### src/rtl/core/kms_pkg.sv
// Shared types, keymap tables and lookup helpers for the keyboard matrix scanner.
`default_nettype none
package kms_pkg;

    localparam int MATRIX_ROWS = 8;
    localparam int MATRIX_COLS = 8;
    localparam int ROW_W       = $clog2(MATRIX_ROWS);
    localparam int COL_W       = $clog2(MATRIX_COLS);
    localparam int CODE_W      = 8;
    localparam int KEYS        = MATRIX_ROWS * MATRIX_COLS;
    localparam int OUT_DATA_W  = 16;

    // Modifier positions
    localparam logic [ROW_W-1:0] SHIFT_ROW  = ROW_W'(7);
    localparam logic [COL_W-1:0] SHIFT_COL  = COL_W'(0);
    localparam logic [ROW_W-1:0] FN_ROW     = ROW_W'(7);
    localparam logic [COL_W-1:0] FN_COL     = COL_W'(2);
    localparam logic [ROW_W-1:0] SYMBOL_ROW = ROW_W'(5);
    localparam logic [COL_W-1:0] SYMBOL_COL = COL_W'(3);
    localparam logic [COL_W-1:0] ALT_COL    = COL_W'(1);
    localparam logic [COL_W-1:0] CTRL_COL   = COL_W'(6);

    typedef enum logic [1:0] {
        KM_PLAIN,
        KM_SHIFT,
        KM_SYMBOL,
        KM_FN
    } t_keymap_sel;

    typedef logic [CODE_W-1:0] t_keymap [KEYS];

    // Index is row * 8 + col
    localparam t_keymap MAP_PLAIN = '{
        8'hC1, 8'hC2, 8'hC3, 8'hC4, 8'hC5, 8'hC6, 8'hC7, 8'h00,
        8'h71, 8'h77, 8'h65, 8'h72, 8'h74, 8'h79, 8'h75, 8'h69,
        8'h61, 8'h73, 8'h64, 8'h66, 8'h67, 8'h68, 8'h6A, 8'h6B,
        8'h00, 8'h7A, 8'h78, 8'h63, 8'h76, 8'h62, 8'h6E, 8'h6D,
        8'h09, 8'hE4, 8'h5C, 8'h27, 8'h2C, 8'h2E, 8'h2F, 8'hCE,
        8'h6F, 8'h6C, 8'h3D, 8'h00, 8'h20, 8'h00, 8'hE2, 8'h6C,
        8'hC8, 8'h70, 8'h08, 8'h0A, 8'hCF, 8'hD0, 8'h80, 8'h80,
        8'hE0, 8'hE3, 8'h00, 8'h00, 8'h00, 8'h00, 8'h00, 8'h00
    };

    localparam t_keymap MAP_SHIFT = '{
        8'hC1, 8'hC2, 8'hC3, 8'hC4, 8'hC5, 8'hC6, 8'hC7, 8'h00,
        8'h51, 8'h57, 8'h45, 8'h52, 8'h54, 8'h59, 8'h55, 8'h49,
        8'h41, 8'h53, 8'h44, 8'h46, 8'h47, 8'h48, 8'h4A, 8'h4B,
        8'h00, 8'h5A, 8'h58, 8'h43, 8'h56, 8'h42, 8'h4E, 8'h4D,
        8'h09, 8'hE4, 8'h7C, 8'h60, 8'h3B, 8'h3A, 8'h3F, 8'hCE,
        8'h4F, 8'h4C, 8'h2B, 8'h00, 8'h20, 8'h00, 8'hE2, 8'h4C,
        8'hC8, 8'h50, 8'h08, 8'h0A, 8'hCF, 8'hD0, 8'h80, 8'h80,
        8'hE0, 8'hE3, 8'h00, 8'h00, 8'h00, 8'h00, 8'h00, 8'h00
    };

    localparam t_keymap MAP_SYMBOL = '{
        8'hC1, 8'hC2, 8'hC3, 8'hC4, 8'hC5, 8'hC6, 8'hC7, 8'h00,
        8'h21, 8'h40, 8'h23, 8'h24, 8'h25, 8'h5E, 8'h26, 8'h2A,
        8'h41, 8'h53, 8'h44, 8'h2D, 8'h5F, 8'h7B, 8'h5B, 8'h5D,
        8'h00, 8'h5A, 8'h58, 8'h43, 8'h56, 8'h42, 8'h3C, 8'h3E,
        8'h09, 8'hE4, 8'h5C, 8'h60, 8'h27, 8'h22, 8'h2F, 8'hCE,
        8'h28, 8'h7D, 8'h3D, 8'h00, 8'h20, 8'h00, 8'hE2, 8'h4C,
        8'hC8, 8'h29, 8'h08, 8'h0A, 8'hCF, 8'hD0, 8'h80, 8'h80,
        8'hE0, 8'hE3, 8'h00, 8'h00, 8'h00, 8'h00, 8'h00, 8'h00
    };

    localparam t_keymap MAP_FN = '{
        8'hC1, 8'hC2, 8'hC3, 8'hC4, 8'hC5, 8'hC6, 8'hC7, 8'h00,
        8'h71, 8'h77, 8'h65, 8'h72, 8'h74, 8'h79, 8'h37, 8'h38,
        8'h61, 8'h73, 8'h64, 8'h66, 8'h67, 8'h68, 8'h34, 8'h35,
        8'h00, 8'h7A, 8'h78, 8'h63, 8'h76, 8'h62, 8'h31, 8'h32,
        8'h09, 8'hE4, 8'h5C, 8'h27, 8'h2C, 8'h2E, 8'h30, 8'hCE,
        8'h39, 8'h36, 8'h33, 8'h00, 8'h20, 8'h00, 8'hE2, 8'h6C,
        8'hC8, 8'h70, 8'h08, 8'h0A, 8'hCF, 8'hD0, 8'h80, 8'h80,
        8'hE0, 8'hE3, 8'h00, 8'h00, 8'h00, 8'h00, 8'h00, 8'h00
    };

    // One decoded scan tick: new-press mask plus a code per row and the scanned column
    typedef struct packed {
        logic [MATRIX_ROWS-1:0]             mask;
        logic [MATRIX_ROWS-1:0][CODE_W-1:0] codes;
        logic [COL_W-1:0]                   col;
    } t_batch;

    function automatic logic [CODE_W-1:0] kms_lookup(
        input t_keymap_sel      sel,
        input logic [ROW_W-1:0] row,
        input logic [COL_W-1:0] col
    );
        logic [ROW_W+COL_W-1:0] idx;
        logic [CODE_W-1:0]      code;
        idx = {row, col};
        case (sel)
            KM_SHIFT:  code = MAP_SHIFT[idx];
            KM_SYMBOL: code = MAP_SYMBOL[idx];
            KM_FN:     code = MAP_FN[idx];
            default:   code = MAP_PLAIN[idx];
        endcase
        return code;
    endfunction

    function automatic logic kms_is_modifier(
        input logic [ROW_W-1:0] row,
        input logic [COL_W-1:0] col
    );
        return ((row == SHIFT_ROW) && ((col == SHIFT_COL) || (col == ALT_COL) ||
                                       (col == FN_COL))) ||
               ((row == SYMBOL_ROW) && ((col == SYMBOL_COL) || (col == CTRL_COL)));
    endfunction

endpackage
`default_nettype wire

### src/rtl/core/kms_decode.sv
// Combinational decode of one scan tick into a new-press mask and per-row key codes.
`default_nettype none
module kms_decode
    import kms_pkg::*;
(
    input  wire logic [MATRIX_ROWS-1:0] i_levels,
    input  wire logic [MATRIX_ROWS-1:0] i_col_bits,
    input  wire logic [COL_W-1:0]       i_col,
    input  wire logic                   i_shift,
    input  wire logic                   i_symbol,
    input  wire logic                   i_fn,
    output t_batch                      o_batch,
    output logic [MATRIX_ROWS-1:0]      o_col_bits
);

    logic [MATRIX_ROWS-1:0] w_now;
    logic [MATRIX_ROWS-1:0] w_symbol;

    assign w_now      = ~i_levels;
    assign o_col_bits = w_now;

    always_comb begin
        o_batch.col = i_col;
        for (int r = 0; r < MATRIX_ROWS; r++) begin
            // symbol key state updates mid-tick when its column is scanned
            if ((i_col == SYMBOL_COL) && (ROW_W'(r) > SYMBOL_ROW)) begin
                w_symbol[r] = w_now[SYMBOL_ROW];
            end else begin
                w_symbol[r] = i_symbol;
            end
            o_batch.mask[r] = w_now[r] & ~i_col_bits[r] &
                              ~kms_is_modifier(ROW_W'(r), i_col);
            if (i_shift) begin
                o_batch.codes[r] = kms_lookup(KM_SHIFT, ROW_W'(r), i_col);
            end else if (w_symbol[r]) begin
                o_batch.codes[r] = kms_lookup(KM_SYMBOL, ROW_W'(r), i_col);
            end else if (i_fn) begin
                o_batch.codes[r] = kms_lookup(KM_FN, ROW_W'(r), i_col);
            end else begin
                o_batch.codes[r] = kms_lookup(KM_PLAIN, ROW_W'(r), i_col);
            end
        end
    end

endmodule
`default_nettype wire

### src/rtl/core/kms_serializer.sv
// Holds one decoded tick and sends its key codes out one beat per cycle while tready is high.
`default_nettype none
module kms_serializer
    import kms_pkg::*;
(
    input  wire logic                  i_clk,
    input  wire logic                  i_rst_n,
    input  wire logic                  i_load,
    input  wire t_batch                i_batch,
    output logic                       o_free,
    output logic                       o_tvalid,
    input  wire logic                  i_tready,
    output logic [OUT_DATA_W-1:0]      o_tdata,
    output logic                       o_tlast
);

    logic [MATRIX_ROWS-1:0]             r_mask;
    logic [MATRIX_ROWS-1:0]             n_mask;
    logic [MATRIX_ROWS-1:0][CODE_W-1:0] r_codes;
    logic [COL_W-1:0]                   r_col;
    logic [ROW_W-1:0]                   w_idx;
    logic [MATRIX_ROWS-1:0]             w_rest;
    logic                               w_take;

    always_comb begin
        w_idx = '0;
        for (int r = MATRIX_ROWS - 1; r >= 0; r--) begin
            if (r_mask[r]) begin
                w_idx = ROW_W'(r);
            end
        end
    end

    assign w_rest   = r_mask & (r_mask - MATRIX_ROWS'(1));
    assign o_tvalid = |r_mask;
    assign o_tlast  = ~|w_rest;
    assign w_take   = o_tvalid & i_tready;
    assign o_free   = ~o_tvalid | (w_take & o_tlast);
    assign o_tdata  = OUT_DATA_W'({r_col, w_idx, r_codes[w_idx]});

    always_comb begin
        if (i_load) begin
            n_mask = i_batch.mask;
        end else if (w_take) begin
            n_mask = w_rest;
        end else begin
            n_mask = r_mask;
        end
    end

    always_ff @(posedge i_clk) begin
        if (!i_rst_n) begin
            r_mask <= '0;
        end else begin
            r_mask <= n_mask;
        end
    end

    always_ff @(posedge i_clk) begin
        if (i_load) begin
            r_codes <= i_batch.codes;
            r_col   <= i_batch.col;
        end
    end

`ifndef SYNTH
    a_load_when_free: assert property (@(posedge i_clk) disable iff (!i_rst_n)
        i_load |-> o_free)
        else $error("tick loaded over pending beats");
    a_more_beats: assert property (@(posedge i_clk) disable iff (!i_rst_n)
        (w_take && !o_tlast) |=> o_tvalid)
        else $error("beats lost before tlast");
    a_count_down: assert property (@(posedge i_clk) disable iff (!i_rst_n)
        (w_take && !i_load) |=>
        ($countones(r_mask) == $past($countones(r_mask)) - 1))
        else $error("beat count did not drop by one");
`endif

endmodule
`default_nettype wire

### src/rtl/core/keyboard_matrix_scanner.sv
// Top level of the 8x8 keyboard matrix scanner: tick register, pressed map and output.
// Each input beat is one scan tick: the active-low row levels of the column being
// driven, with the column starting at 0 after reset and stepping by one per tick.
// A tick is registered, decoded against the pressed map in one pass and handed to
// the output stage, which sends one beat per newly pressed key in row order (at most
// eight, tlast on the final one); a tick with no new press sends nothing. Ticks are
// taken one per cycle while the output stage is free; a tick with new presses
// holds the output stage until its last beat is taken, at most one beat per cycle
// while tready is high, so the presses per tick set the sustained rate.
`default_nettype none
module keyboard_matrix_scanner
    import kms_pkg::*;
(
    input  wire logic                   i_clk,
    input  wire logic                   i_rst_n,
    input  wire logic                   i_s_axis_tvalid,
    output logic                        o_s_axis_tready,
    input  wire logic [MATRIX_ROWS-1:0] i_s_axis_tdata,  // [7:0] row_levels
    output logic                        o_m_axis_tvalid,
    input  wire logic                   i_m_axis_tready,
    output logic [OUT_DATA_W-1:0]       o_m_axis_tdata,  // [7:0] key_code, [10:8] key_row,
                                                         // [13:11] key_col, [15:14] zero
    output logic                        o_m_axis_tlast   // last
);

    logic                   r_in_vld;
    logic [MATRIX_ROWS-1:0] r_levels;
    logic [COL_W-1:0]       r_col;
    logic [MATRIX_ROWS-1:0] r_map [MATRIX_COLS];
    logic                   w_free;
    logic                   w_xfer;
    logic                   w_accept;
    t_batch                 w_batch;
    logic [MATRIX_ROWS-1:0] w_col_bits;

    assign w_xfer          = r_in_vld & w_free;
    assign o_s_axis_tready = ~r_in_vld | w_free;
    assign w_accept        = i_s_axis_tvalid & o_s_axis_tready;

    always_ff @(posedge i_clk) begin
        if (!i_rst_n) begin
            r_in_vld <= 1'b0;
            r_col    <= '0;
            for (int c = 0; c < MATRIX_COLS; c++) begin
                r_map[c] <= '0;
            end
        end else begin
            if (w_accept) begin
                r_in_vld <= 1'b1;
            end else if (w_xfer) begin
                r_in_vld <= 1'b0;
            end
            if (w_xfer) begin
                r_map[r_col] <= w_col_bits;
                r_col        <= r_col + COL_W'(1);
            end
        end
    end

    always_ff @(posedge i_clk) begin
        if (w_accept) begin
            r_levels <= i_s_axis_tdata;
        end
    end

    kms_decode u_decode (
        .i_levels   (r_levels),
        .i_col_bits (r_map[r_col]),
        .i_col      (r_col),
        .i_shift    (r_map[SHIFT_COL][SHIFT_ROW]),
        .i_symbol   (r_map[SYMBOL_COL][SYMBOL_ROW]),
        .i_fn       (r_map[FN_COL][FN_ROW]),
        .o_batch    (w_batch),
        .o_col_bits (w_col_bits)
    );

    kms_serializer u_serializer (
        .i_clk    (i_clk),
        .i_rst_n  (i_rst_n),
        .i_load   (w_xfer),
        .i_batch  (w_batch),
        .o_free   (w_free),
        .o_tvalid (o_m_axis_tvalid),
        .i_tready (i_m_axis_tready),
        .o_tdata  (o_m_axis_tdata),
        .o_tlast  (o_m_axis_tlast)
    );

endmodule
`default_nettype wire

### config.mk
export PLATFORM = sky130hd
export DESIGN_NAME = keyboard_matrix_scanner
export DESIGN_NICKNAME = d
export VERILOG_FILES = /design/src/rtl/core/kms_pkg.sv /design/src/rtl/core/kms_decode.sv /design/src/rtl/core/kms_serializer.sv /design/src/rtl/core/keyboard_matrix_scanner.sv
export SDC_FILE = /design/constraint.sdc
export NUM_CORES = 1
export LEC_CHECK = 0
export BUFFER_PORTS_ARGS = -buffer_cell sky130_fd_sc_hd__buf_2
export CAP_MARGIN = 20
export CORE_MARGIN = 2
export CORE_UTILIZATION = 57
export DETAILED_ROUTE_END_ITERATION = 10
export PLACE_DENSITY = 0.77
export REMOVE_ABC_BUFFERS = 1
export SYNTH_ARGS = -nofsm -noshare
export SYNTH_HDL_FRONTEND = slang
export SYNTH_HIERARCHICAL = 1
export SYNTH_SLANG_ARGS = --single-unit
### constraint.sdc
create_clock -name i_clk -period 3.5 [get_ports i_clk]
set_input_delay 0.35 -clock i_clk [delete_from_list [all_inputs] [get_ports i_clk]]
set_output_delay 0.35 -clock i_clk [all_outputs]
set_load 0.005 [all_outputs]
## Word-level counts from Yosys, hierarchy flattened

Memories as Yosys holds them, arrays and structs flattened. A register that Yosys moved wholly into a read port is not among the register bits.
Cells that the tools add are included.

| word-level totals | value |
|---|---|
| register bits | 87 |
| RAM bits | 64 |
| bits in read-only memories | 16384 |
| output and inout port bits | 19 |
| logic and storage cells | 221 |
| memories | 33 |

| operators by class | value |
|---|---|
| add/sub/neg operators | 2 |
| order comparisons | 9 |
| eq/ne operators | 4 |
| muxes and demuxes | 112 |
| bitwise operators | 38 |
| reductions and logical operators | 10 |

Memories:

| name | depth | width | rd ports | clocked after memory_dff | write ports | line | text |
|---|---|---|---|---|---|---|---|
| (name not given) | 64 | 8 | 1 | 0 | 0 | kms_pkg.sv:95 | `KM_FN: code = MAP_FN[idx];` |
| (name not given) | 64 | 8 | 1 | 0 | 0 | kms_pkg.sv:96 | `default: code = MAP_PLAIN[idx];` |
| (name not given) | 64 | 8 | 1 | 0 | 0 | kms_pkg.sv:95 |  |
| (name not given) | 64 | 8 | 1 | 0 | 0 | kms_pkg.sv:93 | `KM_SHIFT: code = MAP_SHIFT[idx];` |
| (name not given) | 64 | 8 | 1 | 0 | 0 | kms_pkg.sv:96 |  |
| (name not given) | 64 | 8 | 1 | 0 | 0 | kms_pkg.sv:94 | `KM_SYMBOL: code = MAP_SYMBOL[idx];` |
| 27 more memories | n/a | n/a | n/a | n/a | n/a | n/a |  |

Operator list:

| operator | count |
|---|---|
| 2-to-1 mux 8 bit | 92 |
| >= comparator 7 bit, second input constant | 8 |
| 2-to-1 mux 3 bit | 11 |
| NOT 6 -> 7 bit | 4 |
| binary-select mux 8 bit (select 3 bit) | 1 |
| OR reduction 8 bit | 3 |
| bitwise AND 1 bit | 14 |
| NOT 5 -> 7 bit | 2 |
| NOT 1 bit | 12 |
| bitwise AND 8 bit | 1 |
| 2-to-1 mux 1 bit | 8 |
| NOT 8 bit | 1 |
| subtractor 8 x 1 -> 8 bit, second input constant | 1 |
| NOT 3 -> 7 bit | 1 |
| NOT 4 -> 7 bit | 1 |
| equality test 3 x 2 -> 1 bit, second input constant | 2 |
| < comparator 3 x 4 -> 1 bit, second input constant | 1 |
| nonzero test 2 bit | 2 |
| adder 3 x 1 -> 3 bit, second input constant | 1 |
| equality test 3 x 1 -> 1 bit, second input constant | 1 |
| equality test 3 bit, second input constant | 1 |
| logical NOT 3 bit | 1 |
| logical OR 1 bit | 3 |
| bitwise OR 1 bit | 2 |
| logical NOT 1 bit | 1 |

## Depth between registers and ports, before layout

Gate-level depths: netlist of the first run.

| logic depth | value |
|---|---|
| depth in word-level cells | 12 |
| mapped depth | 13 |
| depth with buffers taken out | 11 |

## Hierarchy

The synthesis of the first run kept the hierarchy.

Modules (own cells, without submodules):

| module | instances | cells an instance | area each (sq um) |
|---|---|---|---|
| keyboard_matrix_scanner | 1 | 212 | 3490.8 |
| kms_serializer | 1 | 221 | 3251.9 |
| kms_decode | 1 | 222 | 1383.8 |

## Least setup slack after synthesis of the first run

No wires, ideal clock.

| timing path | value |
|---|---|
| path type | reg-to-reg |
| start point | register u_serializer.r_mask[2] |
| end point | register u_serializer.r_mask[0] |
| library setup time | 0.115 ns |
| arrival time | 3.725 ns |
| required time | 3.385 ns |
| slack | -0.341 ns |
| cell stages (with the launch flop) | 14 |
| cell sequence | dfxtp_1 -> buf_4 -> maj3_1 -> nor2_1 -> o21ai_0 -> a21oi_1 -> a22o_1 -> clkbuf_1 -> nand2_1 -> inv_1 -> inv_1 -> and3_1 -> a21oi_1 -> nor2b_1 |

| between the ends | value |
|---|---|
| longest elaborated chain between the ends | 8 |

Ends and longest elaborated chain:

| element | line | text |
|---|---|---|
| start, declared | kms_serializer.sv:17 | `logic [MATRIX_ROWS-1:0] r_mask;` |
| start signal, assigned | kms_serializer.sv:55 | `r_mask <= n_mask;` |
| subtractor 8 x 1 -> 8 bit | kms_serializer.sv:34 | `assign w_rest = r_mask & (r_mask - MATRIX_ROWS'(1));` |
| bitwise AND 8 bit (*) | kms_serializer.sv:34 |  |
| OR reduction 8 bit (*) | kms_serializer.sv:36 | `assign o_tlast = ~\|w_rest;` |
| logical NOT 1 bit (*) | kms_serializer.sv:36 |  |
| via o_m_axis_tlast | keyboard_matrix_scanner.sv:23 | `output logic o_m_axis_tlast` |
| bitwise AND 1 bit (*) | kms_serializer.sv:38 | `assign o_free = ~o_tvalid \| (w_take & o_tlast);` |
| bitwise OR 1 bit (*) | kms_serializer.sv:38 |  |
| via w_free | keyboard_matrix_scanner.sv:30 | `logic w_free;` |
| bitwise AND 1 bit (*) | keyboard_matrix_scanner.sv:36 | `assign w_xfer = r_in_vld & w_free;` |
| via w_xfer | keyboard_matrix_scanner.sv:31 | `logic w_xfer;` |
| 2-to-1 mux 8 bit / nonzero test 2 bit (equally long branches) | n/a |  |

The timed path passes the listed nets; every way through them passes the cells marked *.
A chain may end at the register's enable or synchronous reset.

==> results list, run 1 <==
* Number of enable-type register cells in the synthesized netlist: approximately 140
* Y dimension of the die: about 120 um
- Critical path class: reg2reg
- Syn avg cell area: roughly 12 um^2
- Area used by sequential logic in the layout: roughly 0.0045 mm^2
- After synthesis the netlist holds a flip-flop and latch count of 154.
* H-Tree Depth: 4
- The routed design has roughly 19000 um of wire.
- Syn Std Cell Area: between 0.008 and 0.009 mm^2
- Number of synthesis warnings: 6
- The worst hold path belongs to the class in2reg.
* Routability congestion estimate from global placement: between 0.9 and 1
* Number of core rows: between 40 and 50
* DRC: 0
- Number of setup buffers added after CTS: 0
* Period Utilization, post-route: between 80% and 90%
* Worst-case vdd ir drop: roughly 320 uV
- After clock tree synthesis, the flow added hold-fix buffers numbering 0.
- Measured in cells, the most critical reg-to-reg path has a length of 8.
- GR met3 Demand/Resource: 4.61%
- Summed over all instances, the cell type with the most area after synthesis is sky130_fd_sc_hd__edfxtp_1.
- Global routing consumed, on the met2 layer, 44.7% of the routing resources.
* Fraction of post-synthesis cell area in the top cell type by area: between 50% and 60%
- The multi-input combinational cells in the finished layout cover a total of approximately 0.0032 mm^2.
- Setup Skew: 0.00839 ns
- Port buffering added 28 buffers.
* Number of nets in the final layout: 690
* Number of cells traversed by the worst hold path: 1
* Setup repair after global routing missed its margin: false
- Summing over every cut layer, the via total after detailed routing is 5354.
- Met1 capacity usage during global routing: a little under a third
* Drt initial violations: between 500 and 600
- After routing the design area is between 0.008 and 0.009 mm^2.
- The cell count after synthesis came out at 655.
- Clock transition time at the flip-flop clock pins of the worst setup and hold paths: 0.06 ns
- Die extent in x: ~120 um
- The core region is roughly 0.014 mm^2.
- The first global-routing pass estimated around 28000 um of wire.
* Buffer levels on the longest clock path: 2
- For this design the static power due to leakage is 3.25 nW.
- The first detailed-routing pass ran for 6 iterations.
* Kind of capture point of the worst setup path: flip-flop
* Layout cell share with drive strength beyond 1: ~16%
* HPWL after detailed placement: 12800 um
* Cell area power density: about 530 mW/mm^2
- Number of unique standard cell types used by synthesis: 77
* Filler cell count in the final layout: between 1000 and 1500
* Final hold vios: 0
- Synth async-reset ratio: 0%
- Final-report max-slew violation count: 0
- Max-cap violations in this run came to 0.
- Worst setup SP type: flip-flop
* Overall fraction of global-route tracks in use: 25.8%
* Outcome: finished, final reports clean
* Maximum number of pins on one net before global-route repair: 67
- Maximum operating frequency: around 320 MHz
* Setup violation total in the final timing report: 0
- Final core utilization: a little under two thirds
* Post-CTS resize count: 0
- Final total negative setup slack: 0 ns
* Required @ worst endpoint: between 3 and 4 ns
* Most Crowded Layer GR: met2
- CTS tree: built
- The smallest clock period supported by the final layout is computed as about 3.1 ns.
- Cell area after placement: about 0.0083 mm^2
- Initial antenna violation count: 0
* Critical path data arrival time: between 3 and 4 ns
- Of all nets on the critical path, the largest fanout is 12.
- Sequential elements use between 50% and 60% of the synthesized area.
- The cell sitting at the root of the clock tree is a sky130_fd_sc_hd__clkbuf_16.
- Number of top-level pins: 31
- Via count of the first global-routing pass: 5019
* Tightest slew margin relative to the limit: between 40 and 50%
* Number of sinks on the clock net: ~150
- Average wire per cell in the routed design: between 20 and 25 um
* Residual overflow from global routing: 0
- In the routed layout, each cell is associated on average with a via count of approximately 6.2.
* Leading register cell type out of synthesis: sky130_fd_sc_hd__edfxtp_1
* Pin slew with the least headroom to its limit: around 0.78 ns
- Power consumption: about 4.6 mW
* Remaining number of nets flagged by the antenna check after routing: 0
- The die covers around 0.015 mm^2.
- Initial standard-cell utilization of the core: about three fifths
- Clock latency at the later pin of the worst-skew pair: 0.43 ns
* Count of inserted antenna diode cells: 0
- Total CTS buffers: 17
- Area growth from synthesis to layout: 8.91%
- Top cells by area in the synthesized netlist: sky130_fd_sc_hd__edfxtp_1 51%, sky130_fd_sc_hd__and2_1 5.5%, sky130_fd_sc_hd__mux4_1 4.8%, sky130_fd_sc_hd__dfxtp_1 3.7%, sky130_fd_sc_hd__buf_4 1.9%
[metrics by stage]
step	std cells	hold slack, ns	worst slack [ns]
finish	859	0.0907	0.379
CTS	859	0.0751	0.394
global route	859	0.0832	0.177
global placement	827	0.528	0.593
floorplan	604	0.449	-0.386
detailed placement	827	0.529	0.408
[worst max-delay path, cell delays in order, from the launching register on]
cell and delay (ns):
sky130_fd_sc_hd__dfxtp_1 0.47, sky130_fd_sc_hd__maj3_1 0.42, sky130_fd_sc_hd__nor2_1 0.08, sky130_fd_sc_hd__o21ai_0 0.09
sky130_fd_sc_hd__a21oi_1 0.21, sky130_fd_sc_hd__a22o_1 0.39, sky130_fd_sc_hd__nand3_1 0.17, sky130_fd_sc_hd__nor3_1 0.53
sky130_fd_sc_hd__nand2b_1 0.42
[cells by family (layout without fill, tap and decap cells)]
group / after synthesis / in the layout / synth area share [%]
compound gates: 154 / 154 / 13.7
mux: 40 / 40 / 8.64
fa+ha+maj: 13 / 13 / 1.97
buf+inv: 88 / 103 / 6.13
simple gates: 202 / 202 / 14.2
other cells: 2 / 11 / 0.0924
flops: 154 / 154 / 55.1
xor+xnor: 2 / 2 / 0.216
[per-layer routing]
layer | routed length, um | vias to the layer above
li1 | - | 2446
met1 | 7290 | 2604
met2 | 9820 | 263
met3 | 1160 | 41
met4 | 586 | 0
met5 | 0 | -
[flip-flops by register name (all words and copies together), names as in the netlist, named ones only]
| signal | cells |
|---|---|
| r_col | 3 |
| r_in_vld | 1 |
| r_levels | 8 |
| r_map | 64 |
| u_serializer/r_codes | 64 |
| u_serializer/r_col | 3 |
| u_serializer/r_mask | 8 |
[layout make-up]
| cell class | count | share of cell area, % |
|---|---|---|
| clock inverter | 12 | 1.54 |
| inverter | 28 | 1.19 |
| tap | 180 | 2.54 |
| multi-input combinational | 422 | 36.0 |
| clock buffer | 20 | 5.16 |
| timing repair buffer | 43 | 3.00 |
| sequential | 154 | 50.6 |
[path summary, 6_finish.rpt]
check                              start  slack [ns]                      to
setup / recovery  u_serializer/r_mask[2]        0.38             r_map[5][2]
hold / removal         i_s_axis_tdata[2]        0.09             r_levels[2]
setup reg to reg  u_serializer/r_mask[2]        0.38             r_map[5][2]
hold reg to reg              r_levels[6]        0.58  u_serializer/r_mask[6]
[cell usage in the layout, fill, tap and decap left out, types with 14 or more instances in the layout]
cell type and count:
sky130_fd_sc_hd__buf_2 28, sky130_fd_sc_hd__nand2_1 33, sky130_fd_sc_hd__edfxtp_1 139, sky130_fd_sc_hd__a21oi_1 20, sky130_fd_sc_hd__and2_1 71, sky130_fd_sc_hd__inv_1 26
sky130_fd_sc_hd__buf_4 14, sky130_fd_sc_hd__o21ai_0 29, sky130_fd_sc_hd__dfxtp_1 15, sky130_fd_sc_hd__nand2b_1 16, sky130_fd_sc_hd__a21boi_0 14, sky130_fd_sc_hd__clkbuf_16 17
sky130_fd_sc_hd__mux4_1 15, sky130_fd_sc_hd__nor2_1 25, sky130_fd_sc_hd__nor2b_1 20
[power breakdown]
part | switching, mW | leakage [nW] | internal [mW] | total [mW]
registers | 0.0563 | 1.46 | 2.12 | 2.18
clock network | 0.742 | 0.290 | 1.10 | 1.84
logic | 0.381 | 1.49 | 0.252 | 0.634
total | 1.18 | 3.25 | 3.47 | 4.65
[cells in the mapped netlist, types with 3 or more instances]
cell type and instances:
sky130_fd_sc_hd__mux2i_1 6, sky130_fd_sc_hd__and2_1 71, sky130_fd_sc_hd__nand3_1 6, sky130_fd_sc_hd__dfxtp_1 15, sky130_fd_sc_hd__mux2_4 6, sky130_fd_sc_hd__o21a_1 4
sky130_fd_sc_hd__buf_6 7, sky130_fd_sc_hd__nor3_1 8, sky130_fd_sc_hd__nand2b_1 16, sky130_fd_sc_hd__mux2_2 12, sky130_fd_sc_hd__o211ai_1 5, sky130_fd_sc_hd__nor4_1 3
sky130_fd_sc_hd__buf_2 16, sky130_fd_sc_hd__a21boi_0 14, sky130_fd_sc_hd__nand2_1 33, sky130_fd_sc_hd__o21ai_0 29, sky130_fd_sc_hd__inv_1 27, sky130_fd_sc_hd__mux4_1 15
sky130_fd_sc_hd__o22ai_1 10, sky130_fd_sc_hd__a31oi_1 4, sky130_fd_sc_hd__a21oi_1 20, sky130_fd_sc_hd__a31o_2 3, sky130_fd_sc_hd__a22oi_1 4, sky130_fd_sc_hd__a211oi_1 12
sky130_fd_sc_hd__o2bb2ai_1 3, sky130_fd_sc_hd__buf_4 21, sky130_fd_sc_hd__ha_1 12, sky130_fd_sc_hd__o21bai_1 4, sky130_fd_sc_hd__nor2_1 25, sky130_fd_sc_hd__a311oi_1 8
sky130_fd_sc_hd__a21o_1 4, sky130_fd_sc_hd__nor2b_1 20, sky130_fd_sc_hd__o32ai_1 8, sky130_fd_sc_hd__clkbuf_1 14, sky130_fd_sc_hd__edfxtp_1 139
Note: power is estimated with default switching activity, not from simulation.
==> run 2, diff against run 1 <==
PLACE_DENSITY = 0.89   (was 0.77)
==> run 2 against run 1 <==
Core utilization fell by 0.23 points. Die area stayed put. Hold slack got worse by 0.0013 ns. Routed wire length increased by 4.2%. Final cell count unchanged. First-iteration DRC count grew 28%.
==> results list, run 2 (same netlist as run 1, synthesis figures left out) <==
- Outcome: finished, final reports clean
* Initial antenna violation count: 0
* Leading cell type in the layout, fill and taps excluded: sky130_fd_sc_hd__edfxtp_1
- First-pass GRT wire length: slightly below 30000 um
- For the final database, setup skew stands at around 0.011 ns.
- Power consumption: around 4.6 mW
* Max-cap check violation count: 0
* Post-CTS resize count: 0
* Maximum number of pins on one net before global-route repair: 65
- Area growth from synthesis to layout: 8.51%
- Filler cell count in the final layout: 990
* Registers with the highest flip-flop counts: r_map (64), u_serializer/r_codes (64)
- For this design the ratio of total power to cell area is a little over 500 mW/mm^2.
- In this run the core area contains 43 standard-cell rows.
* Clock transition time at the flip-flop clock pins of the worst setup and hold paths: 0.06 ns
- The number of hold violations in the final report is 0.
- Period Utilization, post-route: between 90% and 100%
- I/O Buffers: 28
* Area of combinational cells with multiple inputs: around 0.0032 mm^2
- Residual overflow from global routing: 0
- The routed layout has roughly 5600 vias.
* Final-report max-slew violation count: 0
- Drt initial violations: between 700 and 800
* Final total negative setup slack: 0 ns
- H-Tree Depth: 4
* Die extent in x: 123 um
* Number of sinks on the clock net: 154
* Setup repair after global routing missed its margin: false
- Tightest slew margin relative to the limit: ~33%
- Setup violations remaining at the end of the flow were counted as 0.
- Routability-driven placement finished with a final weighted congestion of between 0.9 and 1.
- The critical path in this run is classified as reg2reg.
* Final worst path period need: 3.19 ns
- Overall fraction of global-route tracks in use: 26.7%
- Commonest cells after routing, fill and taps aside: 139 x sky130_fd_sc_hd__edfxtp_1, 71 x sky130_fd_sc_hd__and2_1, 33 x sky130_fd_sc_hd__nand2_1
- Critical path data arrival time: between 3 and 4 ns
* First drt pass iteration count: 6
* Core Region: 0.0139 mm^2
* First element of the critical path: u_serializer/r_mask[2]
- CTS tree: built
- Clock latency at the later pin of the worst-skew pair: roughly 0.43 ns
* Buffer levels on the longest clock path: 2
- Classification of the worst-slack hold path: in2reg
* Area used by sequential logic in the layout: around 0.0045 mm^2
* Pin slew with the least headroom to its limit: 1.01 ns
- Area enclosed by the die boundary: approximately 0.015 mm^2
- Required @ worst endpoint: between 3 and 4 ns
- The worst hold path begins at i_s_axis_tdata[1].
* HPWL after detailed placement: 13500 um
* Total CTS buffers: 17
* Kind of capture point of the worst setup path: flip-flop
- Via count of the first global-routing pass: 5324
- After detailed routing, the number of vias per cell comes to between 6 and 7.
- Across the VDD grid, the largest voltage drop is 409 uV.
- Of the cells placed in the final design, the portion with a size suffix greater than 1 is roughly 16%.
- In this run the post-CTS setup repair buffer count came out at 0.
* Smallest hold slack: 0.0894 ns
* Hold buffers post-CTS: 0
- The startpoint identified for the worst register-to-register timing path is u_serializer/r_mask[2].
* Initial standard-cell utilization of the core: a little under 60%
- After detailed routing, the average wire length per cell comes to 22.9 um.
- In this run the vertical extent of the chip is between 100 and 150 um.
- Largest fanout of any net on the critical path: 12
- Static timing analysis puts the maximum clock frequency at about 310 MHz.
- DRC: 0
- Clock root buffer master: sky130_fd_sc_hd__clkbuf_16
- The number of antenna diodes in the final layout is 0.
- In this run the remaining antenna-violating nets after routing total 0.
* Total routed wirelength: 19700 um
* LEAKAGE: ~3.2 nW
- The final layout contains 690 nets.
* Worst setup SP type: flip-flop
- Number of top-level pins: 31
-- run 2: cell types whose count changed in the layout (fill, tap and decap cells not counted) --
cell / change
sky130_fd_sc_hd__clkbuf_8: -2
sky130_fd_sc_hd__inv_8: -1
sky130_fd_sc_hd__clkbuf_1: +2
sky130_fd_sc_hd__inv_6: -2
sky130_fd_sc_hd__clkinv_2: +3
sky130_fd_sc_hd__clkinvlp_4: -1
sky130_fd_sc_hd__clkinv_4: +1
-- run 2: through the flow --
stage / util [%] / instance area [um^2] / std cells / setup slack, ns
floorplan: - / 7770 / 604 / -0.386
global placement: 59.5 / 8260 / 827 / 0.639
detailed placement: 59.5 / 8260 / 827 / 0.432
CTS: 63.5 / 8820 / 859 / 0.358
global route: 63.5 / 8820 / 859 / 0.00292
finish: 63.5 / 8820 / 859 / 0.314
-- run 2: path summary, 6_finish.rpt --
path | to | slack [ns] | cells past startpoint
worst min-delay path | r_levels[1] | 0.09 | 1
worst min register to register | u_serializer/r_mask[7] | 0.58 | 2
worst max-delay path | r_map[5][4] | 0.31 | 7
worst max register to register | r_map[5][4] | 0.31 | 7
-- run 2: where the power goes --
group          internal [mW]  total, mW  switching [mW]
clock                   1.04       1.75           0.710
combinational          0.253      0.631           0.378
sequential              2.12       2.20          0.0731
total                   3.42       4.58            1.16
-- run 2: area by class of cell --
| class | count | share of cell area [%] |
|---|---|---|
| clock buffers | 20 | 4.95 |
| clock inverters | 12 | 1.40 |
| inverters | 28 | 1.19 |
| multi-input cells | 422 | 36.2 |
| flip-flops and latches | 154 | 50.7 |
| well taps | 180 | 2.55 |
| repair buffers | 43 | 3.01 |
-- run 2: critical path, cell delays in order (launching register included) --
cell                       delay, ns
sky130_fd_sc_hd__dfxtp_1        0.48
sky130_fd_sc_hd__nor4_4         0.44
sky130_fd_sc_hd__o211ai_1       0.15
sky130_fd_sc_hd__a21oi_1        0.22
sky130_fd_sc_hd__a22o_1         0.41
sky130_fd_sc_hd__nand3_1        0.16
sky130_fd_sc_hd__nor3_1         0.57
sky130_fd_sc_hd__nand2b_1       0.41
-- run 2: per-layer routing --
metal | routed length [um] | track usage, % | up-vias | part of all wire (%)
li1 | - | - | 2462 | -
met1 | 7290 | 31.5 | 2717 | 37
met2 | 9950 | 44.7 | 335 | 51
met3 | 1360 | 5.63 | 75 | 6.9
met4 | 1060 | 16.6 | 0 | 5.4
met5 | 0 | 0 | - | 0
